===== config.mk =====
export PLATFORM = sky130hd
export DESIGN_NAME = json_string_unescape_core
export DESIGN_NICKNAME = d
export VERILOG_FILES = /design/src/rtl/jsu_pkg.sv /design/src/rtl/jsu_decode.sv /design/src/rtl/json_string_unescape_core.sv
export SDC_FILE = /design/constraint.sdc
export NUM_CORES = 1
export LEC_CHECK = 0
export BUFFER_PORTS_ARGS = -buffer_cell sky130_fd_sc_hd__buf_2
export CAP_MARGIN = 20
export CORE_MARGIN = 1.5
export CORE_UTILIZATION = 55
export DETAILED_ROUTE_END_ITERATION = 12
export PLACE_DENSITY = 0.74
export SLEW_MARGIN = 10
export SYNTH_ARGS = -nofsm -noshare
export SYNTH_HDL_FRONTEND = slang
export SYNTH_SLANG_ARGS = --single-unit

===== constraint.sdc =====
create_clock -name clk -period 3.4 [get_ports clk]
set_clock_uncertainty 0.05 [all_clocks]
set_input_delay 0.68 -clock clk [delete_from_list [all_inputs] [get_ports clk]]
set_output_delay 0.68 -clock clk [all_outputs]
set_load 0.02 [all_outputs]

===== src/rtl/jsu_pkg.sv =====
`default_nettype none

package jsu_pkg;

	typedef enum logic [3:0] {
		MODE_IDLE = 4'b0001,
		MODE_STR  = 4'b0010,
		MODE_ESC  = 4'b0100,
		MODE_HEX  = 4'b1000
	} mode_t;

	typedef enum logic [1:0] {
		KIND_BYTE = 2'd0,
		KIND_END  = 2'd1,
		KIND_ERR  = 2'd2
	} kind_t;

	localparam logic [7:0]  CH_QUOTE = 8'h22;
	localparam logic [7:0]  CH_BSLASH = 8'h5C;
	localparam logic [7:0]  CH_SLASH = 8'h2F;
	localparam logic [7:0]  CH_B = 8'h62;
	localparam logic [7:0]  CH_F = 8'h66;
	localparam logic [7:0]  CH_N = 8'h6E;
	localparam logic [7:0]  CH_R = 8'h72;
	localparam logic [7:0]  CH_T = 8'h74;
	localparam logic [7:0]  CH_U = 8'h75;

	localparam logic [15:0] UTF8_LIM1 = 16'h0080;
	localparam logic [15:0] UTF8_LIM2 = 16'h0800;
	localparam logic [7:0]  UTF8_LEAD2 = 8'hC0;
	localparam logic [7:0]  UTF8_LEAD3 = 8'hE0;
	localparam logic [7:0]  UTF8_CONT = 8'h80;
	localparam logic [5:0]  UTF8_MASK = 6'h3F;

	typedef struct packed {
		mode_t       mode;
		logic [1:0]  hex_cnt;
		logic [15:0] cp;
	} dec_state_t;

	// Up to three result beats produced by one input beat, first beat in b0.
	typedef struct packed {
		logic [1:0] cnt;
		kind_t      kind;
		logic [7:0] b0;
		logic [7:0] b1;
		logic [7:0] b2;
	} res_grp_t;

	// Returns {valid, value} for one ASCII hex digit.
	function automatic logic [4:0] hex_digit(input logic [7:0] c);
		logic [4:0] r;
		r = 5'd0;
		if (c >= 8'h30 && c <= 8'h39) begin
			r = {1'b1, c[3:0]};
		end else if ((c >= 8'h61 && c <= 8'h66) || (c >= 8'h41 && c <= 8'h46)) begin
			r = {1'b1, c[3:0] + 4'd9};
		end
		return r;
	endfunction

endpackage

`default_nettype wire


===== src/rtl/jsu_decode.sv =====
`default_nettype none

module jsu_decode import jsu_pkg::*; (
	input  wire dec_state_t st,
	input  wire logic [7:0] data_byte,
	input  wire logic       end_of_data,
	output dec_state_t      nxt,
	output res_grp_t        grp
);

	logic [4:0]  hd;
	logic [15:0] cp_new;

	assign hd = hex_digit(data_byte);
	assign cp_new = {st.cp[11:0], hd[3:0]};

	always_comb begin
		nxt = st;
		grp = '{cnt: 2'd0, kind: KIND_BYTE, b0: 8'd0, b1: 8'd0, b2: 8'd0};
		if (end_of_data) begin
			if (st.mode != MODE_IDLE) begin
				grp.cnt  = 2'd1;
				grp.kind = KIND_ERR;
				nxt      = '{mode: MODE_IDLE, hex_cnt: 2'd0, cp: 16'd0};
			end
		end else begin
			unique case (st.mode)
				MODE_IDLE: begin
					if (data_byte == CH_QUOTE) begin
						nxt.mode = MODE_STR;
					end else begin
						grp.cnt  = 2'd1;
						grp.kind = KIND_ERR;
						nxt      = '{mode: MODE_IDLE, hex_cnt: 2'd0, cp: 16'd0};
					end
				end
				MODE_STR: begin
					if (data_byte == CH_QUOTE) begin
						grp.cnt  = 2'd1;
						grp.kind = KIND_END;
						nxt      = '{mode: MODE_IDLE, hex_cnt: 2'd0, cp: 16'd0};
					end else if (data_byte == CH_BSLASH) begin
						nxt.mode = MODE_ESC;
					end else begin
						grp.cnt = 2'd1;
						grp.b0  = data_byte;
					end
				end
				MODE_ESC: begin
					grp.cnt  = 2'd1;
					nxt.mode = MODE_STR;
					unique case (data_byte)
						CH_QUOTE:  grp.b0 = 8'h22;
						CH_BSLASH: grp.b0 = 8'h5C;
						CH_SLASH:  grp.b0 = 8'h2F;
						CH_B:      grp.b0 = 8'h08;
						CH_F:      grp.b0 = 8'h0C;
						CH_N:      grp.b0 = 8'h0A;
						CH_R:      grp.b0 = 8'h0D;
						CH_T:      grp.b0 = 8'h09;
						CH_U: begin
							grp.cnt = 2'd0;
							nxt     = '{mode: MODE_HEX, hex_cnt: 2'd0, cp: 16'd0};
						end
						default: begin
							grp.kind = KIND_ERR;
							nxt      = '{mode: MODE_IDLE, hex_cnt: 2'd0, cp: 16'd0};
						end
					endcase
				end
				MODE_HEX: begin
					if (!hd[4]) begin
						grp.cnt  = 2'd1;
						grp.kind = KIND_ERR;
						nxt      = '{mode: MODE_IDLE, hex_cnt: 2'd0, cp: 16'd0};
					end else if (st.hex_cnt == 2'd3) begin
						nxt = '{mode: MODE_STR, hex_cnt: 2'd0, cp: 16'd0};
						if (cp_new < UTF8_LIM1) begin
							grp.cnt = 2'd1;
							grp.b0  = cp_new[7:0];
						end else if (cp_new < UTF8_LIM2) begin
							grp.cnt = 2'd2;
							grp.b0  = UTF8_LEAD2 | {3'd0, cp_new[10:6]};
							grp.b1  = UTF8_CONT | {2'd0, cp_new[5:0] & UTF8_MASK};
						end else begin
							grp.cnt = 2'd3;
							grp.b0  = UTF8_LEAD3 | {4'd0, cp_new[15:12]};
							grp.b1  = UTF8_CONT | {2'd0, cp_new[11:6] & UTF8_MASK};
							grp.b2  = UTF8_CONT | {2'd0, cp_new[5:0] & UTF8_MASK};
						end
					end else begin
						nxt.hex_cnt = st.hex_cnt + 2'd1;
						nxt.cp      = cp_new;
					end
				end
				default: begin
					nxt = '{mode: MODE_IDLE, hex_cnt: 2'd0, cp: 16'd0};
				end
			endcase
		end
	end

endmodule

`default_nettype wire


===== src/rtl/json_string_unescape_core.sv =====
`default_nettype none

// Streaming decoder for one JSON string literal: raw JSON bytes enter one per beat on the
// slave side, starting with the opening quote, and decoded string bytes leave on the master
// side, followed by an end beat at the closing quote or an error beat on malformed input.
// The block takes one input beat per cycle unless the result register is stalled or busy;
// each byte is registered, decoded and written to the result register that drives the output.
// Quotes opening a string and backslashes give no output beat. The fourth hex digit of a \u
// escape gives up to three UTF-8 beats, leaving one per cycle while the master side is ready.
// Surrogate pairs are not combined; each \u value is encoded on its own.
module json_string_unescape_core import jsu_pkg::*; (
	input  wire logic       clk,
	input  wire logic       arst_n,
	input  wire logic       s_axis_tvalid,
	output logic            s_axis_tready,
	input  wire logic [7:0] s_axis_tdata,  // [7:0] data_byte
	input  wire logic       s_axis_tlast,  // end_of_data
	output logic            m_axis_tvalid,
	input  wire logic       m_axis_tready,
	output logic [7:0]      m_axis_tdata,  // [7:0] out_byte
	output logic [1:0]      m_axis_tuser,  // [1:0] kind
	output logic            m_axis_tlast   // last
);

	logic       valid_s1;
	logic [7:0] byte_s1;
	logic       eod_s1;

	dec_state_t st_q;
	dec_state_t st_nxt;
	res_grp_t   grp;

	logic [1:0] cnt_q;
	kind_t      kind_q;
	logic [7:0] b0_q;
	logic [7:0] b1_q;
	logic [7:0] b2_q;

	logic take;
	logic out_free;
	logic adv;
	logic load;

	jsu_decode u_decode (
		.st          (st_q),
		.data_byte   (byte_s1),
		.end_of_data (eod_s1),
		.nxt         (st_nxt),
		.grp         (grp)
	);

	assign take     = m_axis_tvalid && m_axis_tready;
	assign out_free = (cnt_q == 2'd0) || (take && cnt_q == 2'd1);
	assign adv      = valid_s1 && ((grp.cnt == 2'd0) || out_free);
	assign load     = adv && (grp.cnt != 2'd0);

	assign s_axis_tready = !valid_s1 || adv;

	assign m_axis_tvalid = (cnt_q != 2'd0);
	assign m_axis_tdata  = b0_q;
	assign m_axis_tuser  = kind_q;
	assign m_axis_tlast  = (cnt_q == 2'd1);

	always_ff @(posedge clk or negedge arst_n) begin
		if (!arst_n) begin
			valid_s1 <= 1'b0;
			st_q     <= '{mode: MODE_IDLE, hex_cnt: 2'd0, cp: 16'd0};
			cnt_q    <= 2'd0;
		end else begin
			if (s_axis_tvalid && s_axis_tready) begin
				valid_s1 <= 1'b1;
			end else if (adv) begin
				valid_s1 <= 1'b0;
			end
			if (adv) begin
				st_q <= st_nxt;
			end
			if (load) begin
				cnt_q <= grp.cnt;
			end else if (take) begin
				cnt_q <= cnt_q - 2'd1;
			end
		end
	end

	always_ff @(posedge clk) begin
		if (s_axis_tvalid && s_axis_tready) begin
			byte_s1 <= s_axis_tdata;
			eod_s1  <= s_axis_tlast;
		end
		if (load) begin
			kind_q <= grp.kind;
			b0_q   <= grp.b0;
			b1_q   <= grp.b1;
			b2_q   <= grp.b2;
		end else if (take) begin
			b0_q <= b1_q;
			b1_q <= b2_q;
		end
	end

	// A beat that closes or breaks a string is always alone in its group.
	assert property (@(posedge clk) disable iff (!arst_n)
		m_axis_tvalid && m_axis_tuser != KIND_BYTE |-> m_axis_tlast)
		else $error("end or error beat without last");

	assert property (@(posedge clk) disable iff (!arst_n)
		st_q.mode == MODE_IDLE |-> st_q.hex_cnt == 2'd0 && st_q.cp == 16'd0)
		else $error("escape state left over while idle");

	assert property (@(posedge clk) disable iff (!arst_n)
		!s_axis_tready |-> valid_s1 && m_axis_tvalid)
		else $error("input stalled without pending output");

	assert property (@(posedge clk) disable iff (!arst_n)
		cnt_q > 2'd1 |-> kind_q == KIND_BYTE)
		else $error("multi-beat group of non-byte results");

endmodule

`default_nettype wire


# Word-level counts from Yosys, hierarchy flattened
# Cells that the tools add are included.
[classes]
n_eq_ne = 22
n_reduce_logical = 25
bitwise_logic = 3
n_addsub = 3
n_mux = 48
n_lt_le_gt_ge = 8
[ops]
columns = ["operator", "count"]
rows = [
  ["22-bit case mux with 4 select lines", 1],
  ["24-bit two-way mux", 3],
  ["22-bit two-way mux", 3],
  ["8-bit two-way mux", 8],
  ["8-bit by 7-bit == test with 1-bit output (second input constant)", 7],
  ["7-bit case mux with 8 select lines", 1],
  ["18-bit two-way mux", 3],
  ["22-bit case mux with 2 select lines", 1],
  ["16-bit two-way mux", 2],
  ["8-bit case mux with 3 select lines", 1],
  ["8-bit by 6-bit == test with 1-bit output (second input constant)", 2],
  ["8-bit by 7-bit >= comparator with 1-bit output (second input constant)", 2],
  ["8-bit by 7-bit less-or-equal comparator with 1-bit output (second input constant)", 2],
  ["16-bit by 12-bit < comparator with 1-bit output (second input constant)", 1],
  ["16-bit by 8-bit < comparator with 1-bit output (second input constant)", 1],
  ["2-bit two-way mux", 8],
  ["4-bit two-way mux", 4],
  ["4-bit case mux with 4 select lines", 1],
  ["14-bit two-way mux", 1],
  ["5-bit two-way mux", 2],
  ["9-bit OR reduction", 1],
  ["8-bit by 6-bit >= comparator with 1-bit output (second input constant)", 1],
  ["8-bit by 6-bit less-or-equal comparator with 1-bit output (second input constant)", 1],
  ["1-bit logical AND", 8],
  ["27 further kinds", 44],
]
[totals]
register_bits = 56
out_inout_bits = 13

# Depth between registers and ports, before layout
[depth]
word_depth = 18
ltp_mapped = 12

# By module
# From an unflattened synthesis, not the netlist that was laid out.
[unflattened]
hier_cells = 343
area_unflattened_um2 = 3897.5
[by_module_without_submodules]
columns = ["module", "area_each_um2", "seq_area_each_um2", "n_inst", "cells_per_inst"]
rows = [
  ["json_string_unescape_core", 2409.8, 1677.9, 1, 132],
  ["jsu_decode", 1487.7, 0.0, 1, 211],
]

# Least setup slack after synthesis
# Ideal clock, no wire load.
[synth_timing]
kind = "flip-flop to flip-flop"
from = "register byte_s1[1]"
to = "register b1_q[1], data pin"
required_time_ns = 3.088
arrival_time_ns = 2.723
setup_time_ns = 0.262
path_slack_ns = 0.365
path_stages_with_launch = 12
path_cell_list = "edfxtp_1 inv_1 ha_1 o21bai_1 a21oi_1 o211ai_2 or3_1 buf_2 a21o_1 clkinv_2 buf_6 mux2_1"
[synth_between]
elab_chain_cells = 17
word_cells_on_any_way = 40
cone_classes = "1 x add/sub; 8 x order compare; 3 x eq/ne; 19 x mux; 9 x reduce/logical"
[synth_rtl]
columns = ["element", "line", "rtl"]
rows = [
  ["start, declared", "json_string_unescape_core.sv:26", "logic [7:0] byte_s1;"],
  ["start signal, assigned", "json_string_unescape_core.sv:88", "byte_s1 <= s_axis_tdata;"],
  ["8-bit by 7-bit >= comparator with 1-bit output / 8-bit by 7-bit less-or-equal comparator with 1-bit output (equally long branches)", "jsu_pkg.sv:56", "end else if ((c >= 8'h61 && c <= 8'h66) || (c >= 8'h41 && c <= 8'h46)) begin"],
  ["1-bit logical AND", "jsu_pkg.sv:56", ""],
  ["1-bit logical OR", "jsu_pkg.sv:56", ""],
  ["5-bit two-way mux", "jsu_pkg.sv:56", ""],
  ["5-bit two-way mux", "jsu_pkg.sv:54", "if (c >= 8'h30 && c <= 8'h39) begin"],
  ["16-bit by 12-bit < comparator with 1-bit output", "jsu_decode.sv:81", "end else if (cp_new < UTF8_LIM2) begin"],
  ["1-bit two-way mux", "jsu_decode.sv:81", ""],
  ["2-bit two-way mux", "jsu_decode.sv:78", "if (cp_new < UTF8_LIM1) begin"],
  ["(+2 left out)", "-", ""],
  ["4-bit case mux with 4 select lines *", "jsu_decode.sv:27", "unique case (st.mode)"],
  ["4-bit two-way mux *", "jsu_decode.sv:20", "if (end_of_data) begin"],
  ["2-bit logical NOT", "json_string_unescape_core.sv:54", "assign adv = valid_s1 && ((grp.cnt == 2'd0) || out_free);"],
  ["1-bit logical OR", "json_string_unescape_core.sv:54", ""],
  ["1-bit logical AND", "json_string_unescape_core.sv:54", ""],
  ["1-bit logical AND *", "json_string_unescape_core.sv:55", "assign load = adv && (grp.cnt != 2'd0);"],
  ["net load", "json_string_unescape_core.sv:42", "logic load;"],
  ["8-bit two-way mux *", "json_string_unescape_core.sv:91", "if (load) begin"],
  ["end signal, assigned", "json_string_unescape_core.sv:94", "b1_q <= grp.b1;"],
  ["end signal, assigned", "json_string_unescape_core.sv:98", "b1_q <= b2_q;"],
  ["end, declared", "json_string_unescape_core.sv:36", "logic [7:0] b1_q;"],
]
# The timed path passes the listed nets; every way through them passes the cells marked *.
# A chain may end at the register's enable or synchronous reset.

# Final worst setup path
[layout_timing]
from = "register byte_s1[3]"
to = "output s_axis_tready"
[layout_between]
elab_chain_cells = 16
word_cells_on_any_way = 32
cone_classes = "1 x add/sub; 8 x order compare; 3 x eq/ne; 12 x mux; 8 x reduce/logical"
[layout_rtl]
columns = ["element", "line", "rtl"]
rows = [
  ["8-bit by 7-bit >= comparator with 1-bit output / 8-bit by 7-bit less-or-equal comparator with 1-bit output (equally long branches)", "jsu_pkg.sv:56", ""],
  ["1-bit logical AND", "jsu_pkg.sv:56", ""],
  ["1-bit logical OR", "jsu_pkg.sv:56", ""],
  ["5-bit two-way mux", "jsu_pkg.sv:56", ""],
  ["5-bit two-way mux", "jsu_pkg.sv:54", ""],
  ["16-bit by 12-bit < comparator with 1-bit output", "jsu_decode.sv:81", ""],
  ["1-bit two-way mux", "jsu_decode.sv:81", ""],
  ["2-bit two-way mux", "jsu_decode.sv:78", ""],
  ["2-bit two-way mux", "jsu_decode.sv:76", "end else if (st.hex_cnt == 2'd3) begin"],
  ["2-bit two-way mux", "jsu_decode.sv:72", "if (!hd[4]) begin"],
  ["4-bit case mux with 4 select lines *", "jsu_decode.sv:27", ""],
  ["4-bit two-way mux *", "jsu_decode.sv:20", ""],
  ["2-bit logical NOT *", "json_string_unescape_core.sv:54", ""],
  ["1-bit logical OR *", "json_string_unescape_core.sv:54", ""],
  ["1-bit logical AND *", "json_string_unescape_core.sv:54", ""],
  ["1-bit logical OR *", "json_string_unescape_core.sv:57", "assign s_axis_tready = !valid_s1 || adv;"],
  ["end, declared", "json_string_unescape_core.sv:15", "output logic s_axis_tready,"],
]
# Mark *: on every way between the ends. The rest lies on a longest branch, timed or not.

==> impl_metrics.env <==
export IMPL_status="finished clean"
export IMPL_drt_wirelength_per_cell_um=17.47
export IMPL_syn_area_per_cell_um2=10.69
export IMPL_tns_ns=0
export IMPL_ys_seq_elements=54
export IMPL_netlist_instances=289
export IMPL_grt_pass1_vias=2385
export IMPL_gp_congestion=0.9134
export IMPL_drv_slew=0
export IMPL_dp_hpwl_mm=5.290
export IMPL_critPathMaxStageDelay_ns=0.57
export IMPL_fill_cells=479
export IMPL_hold_path_class="primary input to async pin"
export IMPL_tightest_slew_ns=0.5318
export IMPL_clk_pin_slew_ns=0.09
export IMPL_grt_max_degree=22
export IMPL_cp_required_ns=2.67
export IMPL_num_rows=27
export IMPL_critPathTopFamily="simple AND/OR/NAND/NOR gates"
export IMPL_yosysTopAreaCell="edfxtp_1"
export IMPL_power_density_nw_per_um2=528.0
export IMPL_drive_gt1_frac=0.2733
export IMPL_critPathLaunchType="register"
export IMPL_synth_edf_count=33
export IMPL_numCtsBuffers=5
export IMPL_synth_warnings=0
export IMPL_cp_slowest_cell="or4b_4"
export IMPL_use_met1=0.3028
export IMPL_initial_core_util=0.5645
export IMPL_overflow=0
export IMPL_vias=2518
export IMPL_firstDrtPassIters=5
export IMPL_antenna_found_initial=0
export IMPL_relSlewSlack=0.6406
export IMPL_grtUsageMet3=0.03647
export IMPL_min_period_ns=3.357
export IMPL_cp_max_fo=6
export IMPL_cap_violations=0
export IMPL_clock_latency_ns=0.32
export IMPL_ant_nets=0
export IMPL_die_y_um=77.95
export IMPL_ios=26
export IMPL_setup_violations=0
export IMPL_fmax_mhz=297.9
export IMPL_area_delta_synth_final_pct=14.95
export IMPL_hold_buffers=0
export IMPL_core_region_area_um2=5473
export IMPL_synth_distinct_cells=68
export IMPL_diodes=0
export IMPL_worst_path_buf_inv=1
export IMPL_synth_area_um2=3089
export IMPL_ys_seq_area_frac=0.4913
export IMPL_grt_setup_unrepaired="yes"
export IMPL_fin_crit_sh=0.9873
export IMPL_ys_top_cells_by_area="edfxtp_1, dfrtp_1, a22o_1, nand2_1, o21ai_0"
export IMPL_worstSetupPathType="register to primary output"
export IMPL_synth_fp_nets=309
export IMPL_clk_path_buf_depth=2
export IMPL_drcViolationCount=0
export IMPL_p_leak_nw=1.446
export IMPL_htreeDepth=2
export IMPL_gr_usage_all_layers=0.2378
export IMPL_grt_util_met2=0.4174
export IMPL_grt_busiest_layer="met2"
export IMPL_cp_cell_sequence="or4b_4 -> a311oi_4 -> o211ai_2 -> or3_4 -> a21oi_4 -> nand2_1 -> buf_2"
export IMPL_routed_wl_mm=7.076
export IMPL_arrival_ns=2.63
export IMPL_grt_pass1_wl_mm=11.27
export IMPL_nets=352
export IMPL_first_iter_violations=188
export IMPL_synth_top_flop_cell="edfxtp_1"
export IMPL_io_buffers=25
export IMPL_die_area_um2=6075
export IMPL_die_w_um=77.95
export IMPL_cts_tree="yes"
export IMPL_endpoint_kind="primary output"
export IMPL_synth_top_area_share=0.3208
export IMPL_synthArstFlopShare=0.3889
export IMPL_hold_slack_ns=0.2671
export IMPL_cts_sinks=54
export IMPL_viasPerCell=6.217
export IMPL_vdd_ir_drop_max_mv=0.2738
export IMPL_hold_viol_final=0
export IMPL_cts_root_buf="clkbuf_8"
## flip-flops by register name (all words and copies together) (netlist names)
register,count
m_axis_tuser,2
m_axis_tdata,8
cnt_q,2
b2_q,7
valid_s1,1
b1_q,7
st_q,18
byte_s1,8
eod_s1,1
## cells in the mapped netlist (3+ instances only)
master,n
o31ai_1,5
mux2_2,8
or4b_2,3
a22o_1,13
clkbuf_1,5
nand2_1,30
buf_2,4
a22oi_1,4
nor3_1,6
nor2_1,18
inv_1,11
a21o_1,5
mux2_1,4
edfxtp_1,33
a21oi_1,12
o21ai_1,5
nand2b_1,3
or3_1,5
ha_1,7
nand3_1,6
dfrtp_1,20
o21ai_0,18
## kinds of logic after synthesis
family / Yosys count / share of synthesized area
simple gates: 103 / 0.1936
compound gates: 85 / 0.1973
flops: 54 / 0.4913
buf+inv: 25 / 0.03726
mux: 12 / 0.04374
fa+ha+maj: 7 / 0.02835
xor+xnor: 3 / 0.008507
## per-layer routing
| metal | wire [µm] | vias to the layer above |
|---|---|---|
| li1 | - | 1192 |
| met1 | 3026 | 1203 |
| met2 | 3532 | 102 |
| met3 | 343 | 21 |
| met4 | 173 | 0 |
| met5 | 0 | - |
## stage by stage
| stage | instances | instance area [µm²] | setup slack [ns] | power (mW) | util |
|---|---|---|---|---|---|
| global route | 405 | 3551 | -0.04437 | 1.971 | 0.6488 |
| CTS | 403 | 3511 | 0.01131 | 1.866 | 0.6415 |
| floorplan | 289 | 3089 | 0.3649 | 1.320 | - |
| global placement | 394 | 3396 | 0.3654 | 1.479 | 0.6205 |
| finish | 405 | 3551 | 0.04314 | 1.875 | 0.6488 |
| detailed placement | 394 | 3396 | 0.2919 | 1.499 | 0.6205 |
## layout by cell type (no fill, tap or decap), types with 6 or more instances in the layout
cell	netlist	final
nand3_1	6	6
inv_1	11	11
a22o_1	13	13
buf_2	4	25
nand2_1	30	30
edfxtp_1	33	33
nor2_1	18	18
a21oi_1	12	11
o21ai_0	18	18
ha_1	7	6
nor3_1	6	6
mux2_2	8	8
buf_4	0	23
dfrtp_1	20	20
## cell type report
cell class	count	area, µm²	share of cell area
clock buffers	5	68.82	0.01938
clock inverters	3	25.02	0.007047
inverters	13	50.05	0.01409
multi-input cells	210	1501	0.4228
flip-flops and latches	54	1518	0.4274
well taps	72	90.09	0.02537
repair buffers	48	297.8	0.08386
## power by group
| part | leakage, nW | internal, mW | switching [mW] | total, mW |
|---|---|---|---|---|
| sequential | 0.607 | 0.855 | 0.0500 | 0.905 |
| combinational | 0.795 | 0.222 | 0.374 | 0.596 |
| clock | 0.0447 | 0.149 | 0.225 | 0.374 |
| total | 1.45 | 1.23 | 0.648 | 1.87 |
## timing repair
| item | in CTS | in global routing |
|---|---|---|
| pin swaps | 1 | 1 |
| resized for setup | 2 | 5 |
| setup endpoints to repair | 1 | 1 |
| buffers inserted | 1 | 2 |
## worst paths after layout
| path | startpoint | endpoint | slack [ns] | cells past startpoint |
|---|---|---|---|---|
| worst max-delay path | byte_s1[3] | s_axis_tready | 0.04 | 7 |
| worst min-delay path | arst_n | st_q[19] | 0.27 | 1 |
| worst max register to register | byte_s1[7] | m_axis_tdata[2] | 0.41 | 10 |
| worst min register to register | st_q[17] | st_q[17] | 0.48 | 1 |
| max in group asynchronous | arst_n | st_q[18] | 2.68 | 1 |
| min in group clk | st_q[17] | st_q[17] | 0.48 | 1 |
No activity file was read; power rests on OpenSTA's default activity.
